**src/rtl/ars_pkg.sv**
```systemverilog
// Shared types and constants of the ack/retry session table.
// Used by every module of the block; depends on nothing else.
`default_nettype none

package ars_pkg;

   // Field widths fixed by the interface.
   localparam int TYPE_W     = 2;
   localparam int CADDR_W    = 4;
   localparam int TIME_W     = 32;
   localparam int RETRY_W    = 8;
   localparam int INTERVAL_W = 16;
   localparam int ACTION_W   = 2;
   localparam int CSR_IDX_W  = 2;
   localparam int CSR_DATA_W = 32;

   // Request types.
   localparam logic [TYPE_W-1:0] REQ_RECV  = 2'd0;
   localparam logic [TYPE_W-1:0] REQ_SEND  = 2'd1;
   localparam logic [TYPE_W-1:0] REQ_SWEEP = 2'd2;

   // Result actions.
   localparam logic [ACTION_W-1:0] ACT_ACK    = 2'd0;
   localparam logic [ACTION_W-1:0] ACT_SEND   = 2'd1;
   localparam logic [ACTION_W-1:0] ACT_RETRY  = 2'd2;
   localparam logic [ACTION_W-1:0] ACT_REMOVE = 2'd3;

   // Configuration register indexes.
   localparam logic [CSR_IDX_W-1:0] CSR_RETRY_LIMIT = 2'd0;
   localparam logic [CSR_IDX_W-1:0] CSR_RETRY_INTV  = 2'd1;
   localparam logic [CSR_IDX_W-1:0] CSR_TIMEOUT     = 2'd2;

   // Configuration reset values.
   localparam logic [RETRY_W-1:0]    RST_RETRY_LIMIT = 8'd3;
   localparam logic [INTERVAL_W-1:0] RST_RETRY_INTV  = 16'd1000;
   localparam logic [TIME_W-1:0]     RST_TIMEOUT     = 32'd10000;

   // Write enables from the controller to the session memories.
   typedef struct packed {
      logic stamp_we;
      logic retry_we;
   } mem_ctl_type;

endpackage

`default_nettype wire

```
**src/rtl/ars_csr.sv**
```systemverilog
// Configuration registers of the session table: retry limit, retry interval
// and session timeout. Depends on ars_pkg.
`default_nettype none

module ars_csr (
   input  wire logic                            clock,
   input  wire logic                            reset,
   input  wire logic                            csr_valid,
   output logic                                 csr_ready,
   input  wire logic [ars_pkg::CSR_IDX_W-1:0]   csr_index,
   input  wire logic [ars_pkg::CSR_DATA_W-1:0]  csr_wdata,
   output logic [ars_pkg::RETRY_W-1:0]          retry_limit,
   output logic [ars_pkg::INTERVAL_W-1:0]       retry_interval_ms,
   output logic [ars_pkg::TIME_W-1:0]           session_timeout_ms
);

   logic [ars_pkg::RETRY_W-1:0]    retry_limit_ff, retry_limit_in;
   logic [ars_pkg::INTERVAL_W-1:0] retry_intv_ff, retry_intv_in;
   logic [ars_pkg::TIME_W-1:0]     timeout_ff, timeout_in;

   // Writes are always taken.
   assign csr_ready = 1'b1;

   // Decode a write transfer; an unknown index changes nothing.
   always_comb begin
      retry_limit_in = retry_limit_ff;
      retry_intv_in  = retry_intv_ff;
      timeout_in     = timeout_ff;
      if (csr_valid) begin
         unique case (csr_index)
            ars_pkg::CSR_RETRY_LIMIT: retry_limit_in = csr_wdata[ars_pkg::RETRY_W-1:0];
            ars_pkg::CSR_RETRY_INTV:  retry_intv_in  = csr_wdata[ars_pkg::INTERVAL_W-1:0];
            ars_pkg::CSR_TIMEOUT:     timeout_in     = csr_wdata[ars_pkg::TIME_W-1:0];
            default:                  ;
         endcase
      end
   end

   always_ff @(posedge clock) begin
      if (reset) begin
         retry_limit_ff <= ars_pkg::RST_RETRY_LIMIT;
         retry_intv_ff  <= ars_pkg::RST_RETRY_INTV;
         timeout_ff     <= ars_pkg::RST_TIMEOUT;
      end else begin
         retry_limit_ff <= retry_limit_in;
         retry_intv_ff  <= retry_intv_in;
         timeout_ff     <= timeout_in;
      end
   end

   assign retry_limit        = retry_limit_ff;
   assign retry_interval_ms  = retry_intv_ff;
   assign session_timeout_ms = timeout_ff;

endmodule

`default_nettype wire

```
**src/rtl/ars_mem.sv**
```systemverilog
// Session memories: last-activity stamp and retry count per client address.
// One write port and one registered read port each. Depends on ars_pkg.
`default_nettype none

module ars_mem #(
   parameter int ADDR_COUNT = 16
) (
   input  wire logic                             clock,
   input  wire ars_pkg::mem_ctl_type             mem_ctl,
   input  wire logic [$clog2(ADDR_COUNT)-1:0]    wr_addr,
   input  wire logic [ars_pkg::TIME_W-1:0]       wr_stamp,
   input  wire logic [ars_pkg::RETRY_W-1:0]      wr_retries,
   input  wire logic [$clog2(ADDR_COUNT)-1:0]    rd_addr,
   output logic [ars_pkg::TIME_W-1:0]            rd_stamp,
   output logic [ars_pkg::RETRY_W-1:0]           rd_retries
);

   logic [ars_pkg::TIME_W-1:0]  stamp_mem [ADDR_COUNT];
   logic [ars_pkg::RETRY_W-1:0] retry_mem [ADDR_COUNT];
   logic [ars_pkg::TIME_W-1:0]  rd_stamp_ff;
   logic [ars_pkg::RETRY_W-1:0] rd_retries_ff;

   // Write ports.
   always_ff @(posedge clock) begin
      if (mem_ctl.stamp_we) begin
         stamp_mem[wr_addr] <= wr_stamp;
      end
      if (mem_ctl.retry_we) begin
         retry_mem[wr_addr] <= wr_retries;
      end
   end

   // Read ports with registered data.
   always_ff @(posedge clock) begin
      rd_stamp_ff   <= stamp_mem[rd_addr];
      rd_retries_ff <= retry_mem[rd_addr];
   end

   assign rd_stamp   = rd_stamp_ff;
   assign rd_retries = rd_retries_ff;

endmodule

`default_nettype wire

```
**src/rtl/ars_ctrl.sv**
```systemverilog
// Request sequencer of the session table: session flags, the sweep walk over
// the memories, a one-deep hold for the last-result mark and the result
// register. Depends on ars_pkg.
`default_nettype none

module ars_ctrl #(
   parameter int ADDR_COUNT = 16
) (
   input  wire logic                             clock,
   input  wire logic                             reset,
   // Request channel.
   input  wire logic                             req_valid,
   output logic                                  req_ready,
   input  wire logic [ars_pkg::TYPE_W-1:0]       req_type,
   input  wire logic [ars_pkg::CADDR_W-1:0]      req_client_addr,
   input  wire logic [ars_pkg::TIME_W-1:0]       req_now_ms,
   // Result channel.
   output logic                                  rsp_valid,
   input  wire logic                             rsp_ready,
   output logic [ars_pkg::ACTION_W-1:0]          rsp_action,
   output logic [ars_pkg::CADDR_W-1:0]           rsp_target_addr,
   output logic                                  rsp_last,
   // Configuration.
   input  wire logic [ars_pkg::RETRY_W-1:0]      retry_limit,
   input  wire logic [ars_pkg::INTERVAL_W-1:0]   retry_interval_ms,
   input  wire logic [ars_pkg::TIME_W-1:0]       session_timeout_ms,
   // Memory access.
   output ars_pkg::mem_ctl_type                  mem_ctl,
   output logic [$clog2(ADDR_COUNT)-1:0]         mem_wr_addr,
   output logic [ars_pkg::TIME_W-1:0]            mem_wr_stamp,
   output logic [ars_pkg::RETRY_W-1:0]           mem_wr_retries,
   output logic [$clog2(ADDR_COUNT)-1:0]         mem_rd_addr,
   input  wire logic [ars_pkg::TIME_W-1:0]       mem_rd_stamp,
   input  wire logic [ars_pkg::RETRY_W-1:0]      mem_rd_retries
);

   localparam int AW = $clog2(ADDR_COUNT);
   localparam logic [AW-1:0] LAST_IDX = AW'(ADDR_COUNT - 1);

   typedef enum logic [4:0] {
      ST_IDLE  = 5'b00001,
      ST_ONE   = 5'b00010,
      ST_READ  = 5'b00100,
      ST_EVAL  = 5'b01000,
      ST_FLUSH = 5'b10000
   } state_type;

   state_type                       state_ff, state_in;
   logic [ars_pkg::TYPE_W-1:0]      type_ff, type_in;
   logic [ars_pkg::CADDR_W-1:0]     addr_ff, addr_in;
   logic [ars_pkg::TIME_W-1:0]      now_ff, now_in;
   logic [AW-1:0]                   idx_ff, idx_in;
   logic [ADDR_COUNT-1:0]           present_ff, present_in;
   logic [ADDR_COUNT-1:0]           waiting_ff, waiting_in;
   logic                            hold_valid_ff, hold_valid_in;
   logic [ars_pkg::ACTION_W-1:0]    hold_action_ff, hold_action_in;
   logic [ars_pkg::CADDR_W-1:0]     hold_addr_ff, hold_addr_in;
   logic                            rsp_valid_ff, rsp_valid_in;
   logic [ars_pkg::ACTION_W-1:0]    rsp_action_ff, rsp_action_in;
   logic [ars_pkg::CADDR_W-1:0]     rsp_addr_ff, rsp_addr_in;
   logic                            rsp_last_ff, rsp_last_in;

   logic                            out_free;
   logic                            req_in_range;
   logic [AW-1:0]                   req_idx;
   logic [ars_pkg::TIME_W-1:0]      idle_ms;
   logic                            over_retry;
   logic                            over_time;
   logic                            exhausted;
   logic                            res_retry;
   logic                            res_drop;
   logic                            res_valid;
   logic                            stall;

   // The result register can load when it is empty or being drained.
   assign out_free = !rsp_valid_ff || rsp_ready;

   // Client address check for receive and send requests.
   assign req_in_range = (32'(req_client_addr) < 32'(ADDR_COUNT));
   assign req_idx      = AW'(addr_ff);

   // Sweep decision for the entry whose memory data is on the read port.
   assign idle_ms    = now_ff - mem_rd_stamp;
   assign over_retry = idle_ms > 32'(retry_interval_ms);
   assign over_time  = idle_ms > session_timeout_ms;
   assign exhausted  = mem_rd_retries >= retry_limit;
   assign res_retry  = present_ff[idx_ff] && waiting_ff[idx_ff] && over_retry && !exhausted;
   assign res_drop   = present_ff[idx_ff] && !res_retry &&
                       ((waiting_ff[idx_ff] && exhausted) || over_time);
   assign res_valid  = res_retry || res_drop;
   assign stall      = res_valid && hold_valid_ff && !out_free;

   // Next-state logic.
   always_comb begin
      state_in       = state_ff;
      type_in        = type_ff;
      addr_in        = addr_ff;
      now_in         = now_ff;
      idx_in         = idx_ff;
      present_in     = present_ff;
      waiting_in     = waiting_ff;
      hold_valid_in  = hold_valid_ff;
      hold_action_in = hold_action_ff;
      hold_addr_in   = hold_addr_ff;
      rsp_valid_in   = rsp_valid_ff;
      rsp_action_in  = rsp_action_ff;
      rsp_addr_in    = rsp_addr_ff;
      rsp_last_in    = rsp_last_ff;
      mem_ctl        = '0;
      mem_wr_addr    = idx_ff;
      mem_wr_stamp   = now_ff;
      mem_wr_retries = '0;
      mem_rd_addr    = idx_ff;
      req_ready      = (state_ff == ST_IDLE);

      if (rsp_valid_ff && rsp_ready) begin
         rsp_valid_in = 1'b0;
      end

      unique case (state_ff)
         ST_IDLE: begin
            if (req_valid) begin
               type_in = req_type;
               addr_in = req_client_addr;
               now_in  = req_now_ms;
               idx_in  = '0;
               if ((req_type == ars_pkg::REQ_RECV || req_type == ars_pkg::REQ_SEND) &&
                   req_in_range) begin
                  state_in = ST_ONE;
               end else if (req_type == ars_pkg::REQ_SWEEP) begin
                  state_in = ST_READ;
               end
            end
         end

         // Receive or send: stamp the session and answer once.
         ST_ONE: begin
            if (out_free) begin
               mem_wr_addr      = req_idx;
               mem_ctl.stamp_we = 1'b1;
               present_in[req_idx] = 1'b1;
               if (type_ff == ars_pkg::REQ_SEND) begin
                  mem_ctl.retry_we    = 1'b1;
                  waiting_in[req_idx] = 1'b1;
                  rsp_action_in       = ars_pkg::ACT_SEND;
               end else begin
                  mem_ctl.retry_we    = !present_ff[req_idx];
                  waiting_in[req_idx] = 1'b0;
                  rsp_action_in       = ars_pkg::ACT_ACK;
               end
               rsp_valid_in = 1'b1;
               rsp_addr_in  = addr_ff;
               rsp_last_in  = 1'b1;
               state_in     = ST_IDLE;
            end
         end

         // First read of the sweep is in flight.
         ST_READ: begin
            state_in = ST_EVAL;
         end

         // One entry per cycle while not stalled; a found result waits in the hold register
         // until the next one or the end of the sweep decides its last mark.
         ST_EVAL: begin
            if (!stall) begin
               if (res_retry) begin
                  mem_ctl.stamp_we = 1'b1;
                  mem_ctl.retry_we = 1'b1;
                  mem_wr_retries   = mem_rd_retries + 1'b1;
               end
               if (res_drop) begin
                  present_in[idx_ff] = 1'b0;
                  waiting_in[idx_ff] = 1'b0;
               end
               if (res_valid) begin
                  if (hold_valid_ff) begin
                     rsp_valid_in  = 1'b1;
                     rsp_action_in = hold_action_ff;
                     rsp_addr_in   = hold_addr_ff;
                     rsp_last_in   = 1'b0;
                  end
                  hold_valid_in  = 1'b1;
                  hold_action_in = res_retry ? ars_pkg::ACT_RETRY : ars_pkg::ACT_REMOVE;
                  hold_addr_in   = ars_pkg::CADDR_W'(idx_ff);
               end
               if (idx_ff == LAST_IDX) begin
                  state_in = ST_FLUSH;
               end else begin
                  idx_in      = idx_ff + 1'b1;
                  mem_rd_addr = idx_ff + 1'b1;
               end
            end
         end

         // Deliver the held result as the final one of the sweep.
         ST_FLUSH: begin
            if (!hold_valid_ff) begin
               state_in = ST_IDLE;
            end else if (out_free) begin
               rsp_valid_in  = 1'b1;
               rsp_action_in = hold_action_ff;
               rsp_addr_in   = hold_addr_ff;
               rsp_last_in   = 1'b1;
               hold_valid_in = 1'b0;
               state_in      = ST_IDLE;
            end
         end

         default: begin
            state_in = ST_IDLE;
         end
      endcase
   end

   // Control state.
   always_ff @(posedge clock) begin
      if (reset) begin
         state_ff      <= ST_IDLE;
         idx_ff        <= '0;
         present_ff    <= '0;
         waiting_ff    <= '0;
         hold_valid_ff <= 1'b0;
         rsp_valid_ff  <= 1'b0;
      end else begin
         state_ff      <= state_in;
         idx_ff        <= idx_in;
         present_ff    <= present_in;
         waiting_ff    <= waiting_in;
         hold_valid_ff <= hold_valid_in;
         rsp_valid_ff  <= rsp_valid_in;
      end
   end

   // Payload registers.
   always_ff @(posedge clock) begin
      type_ff        <= type_in;
      addr_ff        <= addr_in;
      now_ff         <= now_in;
      hold_action_ff <= hold_action_in;
      hold_addr_ff   <= hold_addr_in;
      rsp_action_ff  <= rsp_action_in;
      rsp_addr_ff    <= rsp_addr_in;
      rsp_last_ff    <= rsp_last_in;
   end

   assign rsp_valid       = rsp_valid_ff;
   assign rsp_action      = rsp_action_ff;
   assign rsp_target_addr = rsp_addr_ff;
   assign rsp_last        = rsp_last_ff;

endmodule

`default_nettype wire

```
**src/rtl/ack_retry_session_table.sv**
```systemverilog
// Stop-and-wait session table: per-client ack, transmit, retransmit and removal.
// Receive/send: the ST_ONE state follows the request transfer and loads the result register
// once it is free. Sweep: ST_READ issues the first read, then ST_EVAL walks the memories
// one entry per cycle unless the output stalls; a found result appears one found entry late.
// One item is in work at a time. Reset clears the session flags and restores
// the configuration defaults at once; stamps and retry counts are written on use.
`default_nettype none

module ack_retry_session_table #(
   parameter int ADDR_COUNT = 16
) (
   input  wire logic                             clock,
   input  wire logic                             reset,
   input  wire logic                             req_valid,
   output logic                                  req_ready,
   input  wire logic [ars_pkg::TYPE_W-1:0]       req_type,
   input  wire logic [ars_pkg::CADDR_W-1:0]      req_client_addr,
   input  wire logic [ars_pkg::TIME_W-1:0]       req_now_ms,
   output logic                                  rsp_valid,
   input  wire logic                             rsp_ready,
   output logic [ars_pkg::ACTION_W-1:0]          rsp_action,
   output logic [ars_pkg::CADDR_W-1:0]           rsp_target_addr,
   output logic                                  rsp_last,
   input  wire logic                             csr_valid,
   output logic                                  csr_ready,
   input  wire logic [ars_pkg::CSR_IDX_W-1:0]    csr_index,
   input  wire logic [ars_pkg::CSR_DATA_W-1:0]   csr_wdata
);

   localparam int AW = $clog2(ADDR_COUNT);

   logic [ars_pkg::RETRY_W-1:0]    retry_limit;
   logic [ars_pkg::INTERVAL_W-1:0] retry_interval_ms;
   logic [ars_pkg::TIME_W-1:0]     session_timeout_ms;
   ars_pkg::mem_ctl_type           mem_ctl;
   logic [AW-1:0]                  mem_wr_addr;
   logic [ars_pkg::TIME_W-1:0]     mem_wr_stamp;
   logic [ars_pkg::RETRY_W-1:0]    mem_wr_retries;
   logic [AW-1:0]                  mem_rd_addr;
   logic [ars_pkg::TIME_W-1:0]     mem_rd_stamp;
   logic [ars_pkg::RETRY_W-1:0]    mem_rd_retries;

   // Configuration registers.
   ars_csr u_csr (
      .clock              (clock),
      .reset              (reset),
      .csr_valid          (csr_valid),
      .csr_ready          (csr_ready),
      .csr_index          (csr_index),
      .csr_wdata          (csr_wdata),
      .retry_limit        (retry_limit),
      .retry_interval_ms  (retry_interval_ms),
      .session_timeout_ms (session_timeout_ms)
   );

   // Stamp and retry-count memories.
   ars_mem #(
      .ADDR_COUNT (ADDR_COUNT)
   ) u_mem (
      .clock      (clock),
      .mem_ctl    (mem_ctl),
      .wr_addr    (mem_wr_addr),
      .wr_stamp   (mem_wr_stamp),
      .wr_retries (mem_wr_retries),
      .rd_addr    (mem_rd_addr),
      .rd_stamp   (mem_rd_stamp),
      .rd_retries (mem_rd_retries)
   );

   // Request sequencer and result register.
   ars_ctrl #(
      .ADDR_COUNT (ADDR_COUNT)
   ) u_ctrl (
      .clock              (clock),
      .reset              (reset),
      .req_valid          (req_valid),
      .req_ready          (req_ready),
      .req_type           (req_type),
      .req_client_addr    (req_client_addr),
      .req_now_ms         (req_now_ms),
      .rsp_valid          (rsp_valid),
      .rsp_ready          (rsp_ready),
      .rsp_action         (rsp_action),
      .rsp_target_addr    (rsp_target_addr),
      .rsp_last           (rsp_last),
      .retry_limit        (retry_limit),
      .retry_interval_ms  (retry_interval_ms),
      .session_timeout_ms (session_timeout_ms),
      .mem_ctl            (mem_ctl),
      .mem_wr_addr        (mem_wr_addr),
      .mem_wr_stamp       (mem_wr_stamp),
      .mem_wr_retries     (mem_wr_retries),
      .mem_rd_addr        (mem_rd_addr),
      .mem_rd_stamp       (mem_rd_stamp),
      .mem_rd_retries     (mem_rd_retries)
   );

endmodule

`default_nettype wire

```
**config.mk**
```make
export PLATFORM = sky130hd
export DESIGN_NAME = ack_retry_session_table
export DESIGN_NICKNAME = d
export VERILOG_FILES = /design/src/rtl/ars_pkg.sv /design/src/rtl/ars_csr.sv /design/src/rtl/ars_mem.sv /design/src/rtl/ars_ctrl.sv /design/src/rtl/ack_retry_session_table.sv
export SDC_FILE = /design/constraint.sdc
export NUM_CORES = 1
export LEC_CHECK = 0
export BUFFER_PORTS_ARGS = -buffer_cell sky130_fd_sc_hd__buf_2
export CORE_UTILIZATION = 40
export DETAILED_ROUTE_END_ITERATION = 7
export SETUP_SLACK_MARGIN = 0.1
export SYNTH_ARGS = -nofsm -noshare
export SYNTH_HDL_FRONTEND = slang
export SYNTH_HIERARCHICAL = 1
export SYNTH_SLANG_ARGS = --single-unit
```
**constraint.sdc**
```tcl
create_clock -name clock -period 7.25 [get_ports clock]
set_input_delay 1.45 -clock clock [delete_from_list [all_inputs] [get_ports clock]]
set_output_delay 1.45 -clock clock [all_outputs]
set_load 0.005 [all_outputs]
```
; ---- Word level (Yosys, flattened, before mapping)
; Memory sizes are Yosys's and may differ from the RTL's. A register that Yosys moved wholly into a read port is not among the register bits.
; Cells that the tools add are included.
[word_totals]
ff_bits = 150
latchBits = 0
mem_bits_rw = 640
mem_bits_ro = 0
input_bits = 77
wordCells = 175
n_memories = 2
[memory_table]
columns = memory, words, word_bits, read_ports, rd_clocked_by_memory_dff, wr, line
row1 = u_mem.stamp_mem, 16, 32, 1, 1, 1, ars_mem.sv:18  ; logic [ars_pkg::TIME_W-1:0] stamp_mem [ADDR_COUNT];
row2 = u_mem.retry_mem, 16, 8, 1, 1, 1, ars_mem.sv:19  ; logic [ars_pkg::RETRY_W-1:0] retry_mem [ADDR_COUNT];
[classes]
add_sub_neg = 3
n_mul = 0
div = 0
magnitude_cmp = 7
n_eq_ne = 21
shifts = 0
mux = 80
bitwise = 8
n_reduce_logical = 37
[op_table]
columns = cell, n
row1 = $mux 16, 7
row2 = $pmux 16 s2, 2
row3 = $and 16x16->16, 3
row4 = $mux 4, 12
row5 = $mux 5, 7
row6 = $gt 32x16->1, 1
row7 = $gt 32x32->1, 1
row8 = $not 16->16, 2
row9 = $or 16x16->16, 2
row10 = $sub 32x32->32, 1
row11 = $mux 1, 27
row12 = $pmux 5 s5, 1
row13 = $mux 8, 3
row14 = $mux 2, 9
row15 = $ne 2x1->1 const B, 7
row16 = $bmux 1 s4, 3
row17 = $pmux 4 s3, 1
row18 = $logic_and 1x1->1, 11
row19 = $lt 4x5->1 const B, 2
row20 = $reduce_and 2->1, 5
row21 = $add 8x1->8 const B, 1
row22 = $demux 1 s4, 2
row23 = $ge 4x1->1 const B, 2
row24 = $ge 8x8->1, 1
row25 = 26 further kinds, 43

; ---- Logic depth before layout (Yosys ltp)
[logic_depth]
depth_word = 15
depth_mapped = 29

; ---- Modules after synthesis
; Netlist, hierarchy kept.
[modules_own_cells]
columns = module, instances, cells_per_inst, area_each_um2
row1 = ars_mem, 1, 1064, 25231.7
row2 = ars_ctrl, 1, 1026, 8577.0
row3 = ars_csr, 1, 233, 2397.3

; ---- Least setup slack after synthesis
; OpenSTA, ideal clock, no wires.
[synth_timing]
path_type = register to register
start = reg u_ctrl.now_ff (netlist bit u_ctrl/mem_wr_stamp[0])
end = mem u_mem/stamp_mem[0][0] in the netlist's numbering (enable)
setup_time_ns = 0.421
arrival_time_ns = 6.079
slack_ns = 0.750
stages_incl_launch_ff = 25
period_less_slack_ns = 6.500
cell_sequence = edfxtp_1 inv_1 ha_1 fa_1 nand2b_1 a21o_1 a21boi_0 nor2_1 nor3_1 nor2_1 xnor2_1 ha_1 nand4_1 or4_1 a21oi_1 or3b_2 o31a_1 nor2_1 nand4b_4 o31a_4 buf_6 nand2_2 nand2_1 or3b_2 nor2_1
[synth_rtl]
columns = item, line
row1 = start: declaration, ars_ctrl.sv:51  ; logic [ars_pkg::TIME_W-1:0] now_ff, now_in;
row2 = start signal: assignment, ars_ctrl.sv:239  ; now_ff <= now_in;
row3 = end: declaration, ars_mem.sv:18

; ---- Worst setup path after layout
[layout_timing]
start = reg u_ctrl.now_ff (netlist bit u_ctrl/mem_wr_stamp[16])
end = reg u_mem.rd_stamp_ff (netlist bit u_mem/rd_stamp[25]) (read register of u_mem.stamp_mem)
[layout_between]
elab_chain_len = 12
[layout_lines]
columns = item, line
row1 = $sub 32x32->32 (*), ars_ctrl.sv:83  ; assign idle_ms = now_ff - mem_rd_stamp;
row2 = $gt 32x16->1, ars_ctrl.sv:84  ; assign over_retry = idle_ms > 32'(retry_interval_ms);
row3 = $logic_and 1x1->1 (2 in a row), ars_ctrl.sv:87  ; assign res_retry = present_ff[idx_ff] && waiting_ff[idx_ff] && over_retry && !exhausted;
row4 = $logic_not 1->1, ars_ctrl.sv:88  ; assign res_drop = present_ff[idx_ff] && !res_retry &&
row5 = $logic_and 1x1->1 (2 in a row), ars_ctrl.sv:88
row6 = $logic_or 1x1->1 (*), ars_ctrl.sv:90  ; assign res_valid = res_retry || res_drop;
row7 = $logic_and 1x1->1 (*) (2 in a row), ars_ctrl.sv:91  ; assign stall = res_valid && hold_valid_ff && !out_free;
row8 = $mux 4 (*), -
row9 = $mux 4 (*), ars_ctrl.sv:120  ; unique case (state_ff)
row10 = via mem_rd_addr[0], ack_retry_session_table.sv:39  ; logic [AW-1:0] mem_rd_addr;
row11 = end: declaration, ars_mem.sv:20  ; logic [ars_pkg::TIME_W-1:0] rd_stamp_ff;
; Mark *: on every way through the listed nets, which the timed path passes. The rest lies on a longest branch.
; A chain may end at the register's enable or synchronous reset.

==> impl_metrics.yaml <==
sta:
  clock_skew_ns: 0.03601
  final_max_slew_viol_count: 0
  setup_viol: 0
  tns_ns: 0
  finalHoldViolations: 0
  rsz0062_at_grt: "yes"
  tightest_slew_ns: 1.234
  fin_crit_ns: 6.828
  max_freq_mhz: 146.5
  fin_crit_sh: 0.9418
  slew_headroom: 0.1710
routing:
  drt-pass1-iter-count: 7
  wl_per_cell_um: 24.41
  drc: 0
  avgViaCountPerCell: 5.651
  drt_iter0_markers: 2117
  vias: 21361
  drt_wl_total_um: 92280
  antenna_left: 0
place:
  hpwl_um: 58970
  port_buffers: 85
  placed_area_sq_um: 39070
  gp_congestion: 0.9004
layout:
  final_area_sq_um: 42410
  fin_nets: 2708
  layout-drive-gt1-share: 0.2158
  syn2layout_area_growth_pct: 17.13
  final_common_cell: "edfxtp_1"
  final_cell_mix: "690 x edfxtp_1, 147 x nand2_1, 139 x dfxtp_1, 114 x mux4_2, 111 x nor2_1"
die:
  core-area_sq_um: 89060
  die_area_sq_um: 91720
  start_util: 0.4065
  num_rows: 109
  fp.dieH_um: 302.9
  ios: 87
  die_w_um: 302.9
synth:
  yosys_register_bits: 829
  ys_dominant_reg_cell: "edfxtp_1"
  synthArstFlopShare: 0
  synth_nets: 2492
  synth_cell_types: 97
  synth_edf_count: 690
  avgSynthCellArea_sq_um: 15.59
  synth-seq-area-share: 0.6491
  ys_warn_count: 6
  synth_area_sq_um: 36210
  syn_inst: 2323
global_routing:
  grt_usage: 0.2023
  antenna_found_initial: 2
  grt_pass1_vias: 21431
  grt_overflow: 0
  grt_max_degree: 110
  grt_pass1_wl_um: 137400
min_path:
  hold_start: "u_csr/session_timeout_ms[30]$_SDFFE_PP0P_"
  hold_end: "u_csr/session_timeout_ms[30]$_SDFFE_PP0P_"
  hold_path_depth: 2
  hold_path_class: "reg2reg"
pwr:
  p_sw_w: 0.002502
  internal_power_w: 0.008410
  powerDensity_nw_per_um2: 257.3
  p_clk_frac: 0.430
  p_seq_frac: 0.489
  swShare: 0.2293
  irDropWorstVdd_uv: 190.2
  p_comb_frac: 0.081
  p_total_w: 0.01091
  leakage_nw: 14.28
flow_run:
  cap_violations: 0
worst_setup_path:
  critPathLaunchType: "register"
  cp_slowest_stage_delay_ns: 0.56
  path_class: "reg2reg"
  endpoint_kind: "register"
  reg2reg_slack_ns: 0.42
  reg2reg_to: "u_mem/rd_stamp[25]$_DFF_P_"
  timing.rr.start: "u_ctrl/mem_wr_stamp[16]$_DFFE_PP_"
  cpMaxStageDelayCell: "mux4_1"
  r2r_cells: 25
  critPathRequiredTime_ns: 7.76
  worstPathMaxFanout: 26
  cpMostUsedCell: "buf_12"
  setup.worst_path.start: "u_ctrl/mem_wr_stamp[16]$_DFFE_PP_"
  crit_arrival_ns: 7.33
clock_network:
  cts_tree: "yes"
  clock_path_buffers: 3
  cts_root_buf: "clkbuf_16"
  cts_htree_levels: 3
  cts.sinks: 829
  numCtsBuffers: 88
  clock_latency_ns: 0.64
  cts.clk_slew.worst_paths_ns: 0.06
run_status:
  status: "finished clean"
layout make-up:
type	instances	area [sq um]
clock buffers	115	2436
diodes	1	2.502
well taps	1165	1458
clock inverters	50	618.1
flip-flops and latches	829	23500
fillers	7517	46650
multi-input cells	1275	11820
inverters	109	409.1
repair buffers	236	2162
per-layer routing:
metal,wire (um),GRT usage
met1,41690,0.2866
met2,43130,0.3232
met3,5135,0.03093
met4,2304,0.05863
met5,10,0
power by group through the flow:
stage                     clock (W)  combinational (W)  sequential (W)
after CTS                   0.00479           0.000821         0.00536
after global placement            0           0.000793         0.00546
after global routing        0.00496           0.000981         0.00534
after floorplan                   0           0.000525         0.00543
final                       0.00469           0.000889         0.00533
after detailed placement          0           0.000816         0.00547
sequential cells by signal, indices dropped and copies added, names as in the netlist, 2 cells and up, named ones only:
name                      cells
u_mem/retry_mem             128
u_ctrl/hold_addr_ff           4
u_ctrl/rsp_target_addr        4
u_csr/session_timeout_ms     32
u_mem/rd_stamp               32
u_ctrl/type_ff                2
u_csr/retry_limit             8
u_mem/stamp_mem             512
u_ctrl/state_ff               5
u_ctrl/rsp_action             2
u_ctrl/present_ff            16
u_ctrl/mem_wr_stamp          32
u_ctrl/idx_ff                 4
u_mem/rd_retries              8
u_csr/retry_interval_ms      16
u_ctrl/addr_ff                4
how the worst max path moves through the flow:
stage | endpoint | cells after the start
2_1_floorplan | u_mem/stamp_mem[0][0]$_DFFE_PP_ | 24
3_3_place_gp | u_mem/rd_stamp[25]$_DFF_P_ | 24
3_5_place_dp | u_mem/rd_stamp[25]$_DFF_P_ | 24
4_1_cts | u_mem/rd_stamp[25]$_DFF_P_ | 24
5_1_grt | u_mem/rd_retries[3]$_DFF_P_ | 24
6_report | u_mem/rd_stamp[25]$_DFF_P_ | 25
synth_stat cells (8+ instances only):
master / number / area share
or3_1: 13 / 0.0022
nor2b_1: 12 / 0.0021
nand2b_1: 86 / 0.015
a31oi_1: 8 / 0.0014
nand3b_1: 9 / 0.0019
o21ai_1: 13 / 0.0018
a21o_1: 18 / 0.0037
a22oi_1: 86 / 0.018
nand4_1: 19 / 0.0033
nand2_1: 147 / 0.015
mux4_1: 60 / 0.044
xnor2_1: 11 / 0.0027
and3_1: 9 / 0.0016
and2_1: 15 / 0.0026
clkbuf_1: 59 / 0.0061
mux4_2: 114 / 0.071
nor3_1: 25 / 0.0035
inv_1: 107 / 0.011
dfxtp_1: 139 / 0.077
buf_2: 23 / 0.0032
o21ai_0: 42 / 0.0058
a211oi_1: 22 / 0.0046
nand3_1: 47 / 0.0065
a21oi_1: 87 / 0.012
buf_6: 8 / 0.0025
mux2i_1: 59 / 0.016
nor2_1: 128 / 0.013
xor2_1: 16 / 0.0039
buf_12: 11 / 0.0061
ha_1: 91 / 0.031
edfxtp_1: 690 / 0.57
critical path, delay by kind of cell, from the launching register on:
family | cells | cell delay (ns)
AO/OA/AOI/OAI | 8 | 2.03
XOR/XNOR | 1 | 0.30
adder cells (fa/ha/maj) | 2 | 0.71
buffers and inverters | 4 | 0.72
flip-flops | 1 | 0.41
multiplexers | 1 | 0.56
AND/OR/NAND/NOR | 9 | 1.91
repair_timing:
item / 4_1_cts / 5_1_grt
hold endpoints to repair: 0 / 0
setup endpoints to repair: 37 / 40
pin swaps: 0 / 1
gates cloned: 0 / 0
hold buffers: 0 / 0
resized for setup: 2 / 8
buffers inserted: 0 / 22
metrics by stage:
| step | cells | worst slack (ns) | utilization | hold slack, ns |
|---|---|---|---|---|
| final | 3780 | 0.4218 | 0.4762 | 0.4791 |
| after global routing | 3779 | 0.1060 | 0.4762 | 0.4917 |
| after CTS | 3757 | 0.1861 | 0.4731 | 0.4808 |
| after detailed placement | 3592 | 0.01498 | 0.4387 | 0.4633 |
| after global placement | 3592 | 0.07375 | 0.4387 | 0.4601 |
| after floorplan | 2323 | 0.7496 | - | 0.4482 |
kinds of logic (layout without fill, tap and decap cells):
group	after synthesis	count (layout)	synth area share
AO/OA/AOI/OAI	365	365	0.07157
buffers and inverters	219	510	0.03062
XOR/XNOR	28	28	0.007153
flip-flops	829	829	0.6491
AND/OR/NAND/NOR	550	550	0.07679
other	1	2	0.0001036
adder cells (fa/ha/maj)	92	92	0.03200
multiplexers	239	239	0.1326
Power figures use the tool's default switching activity.
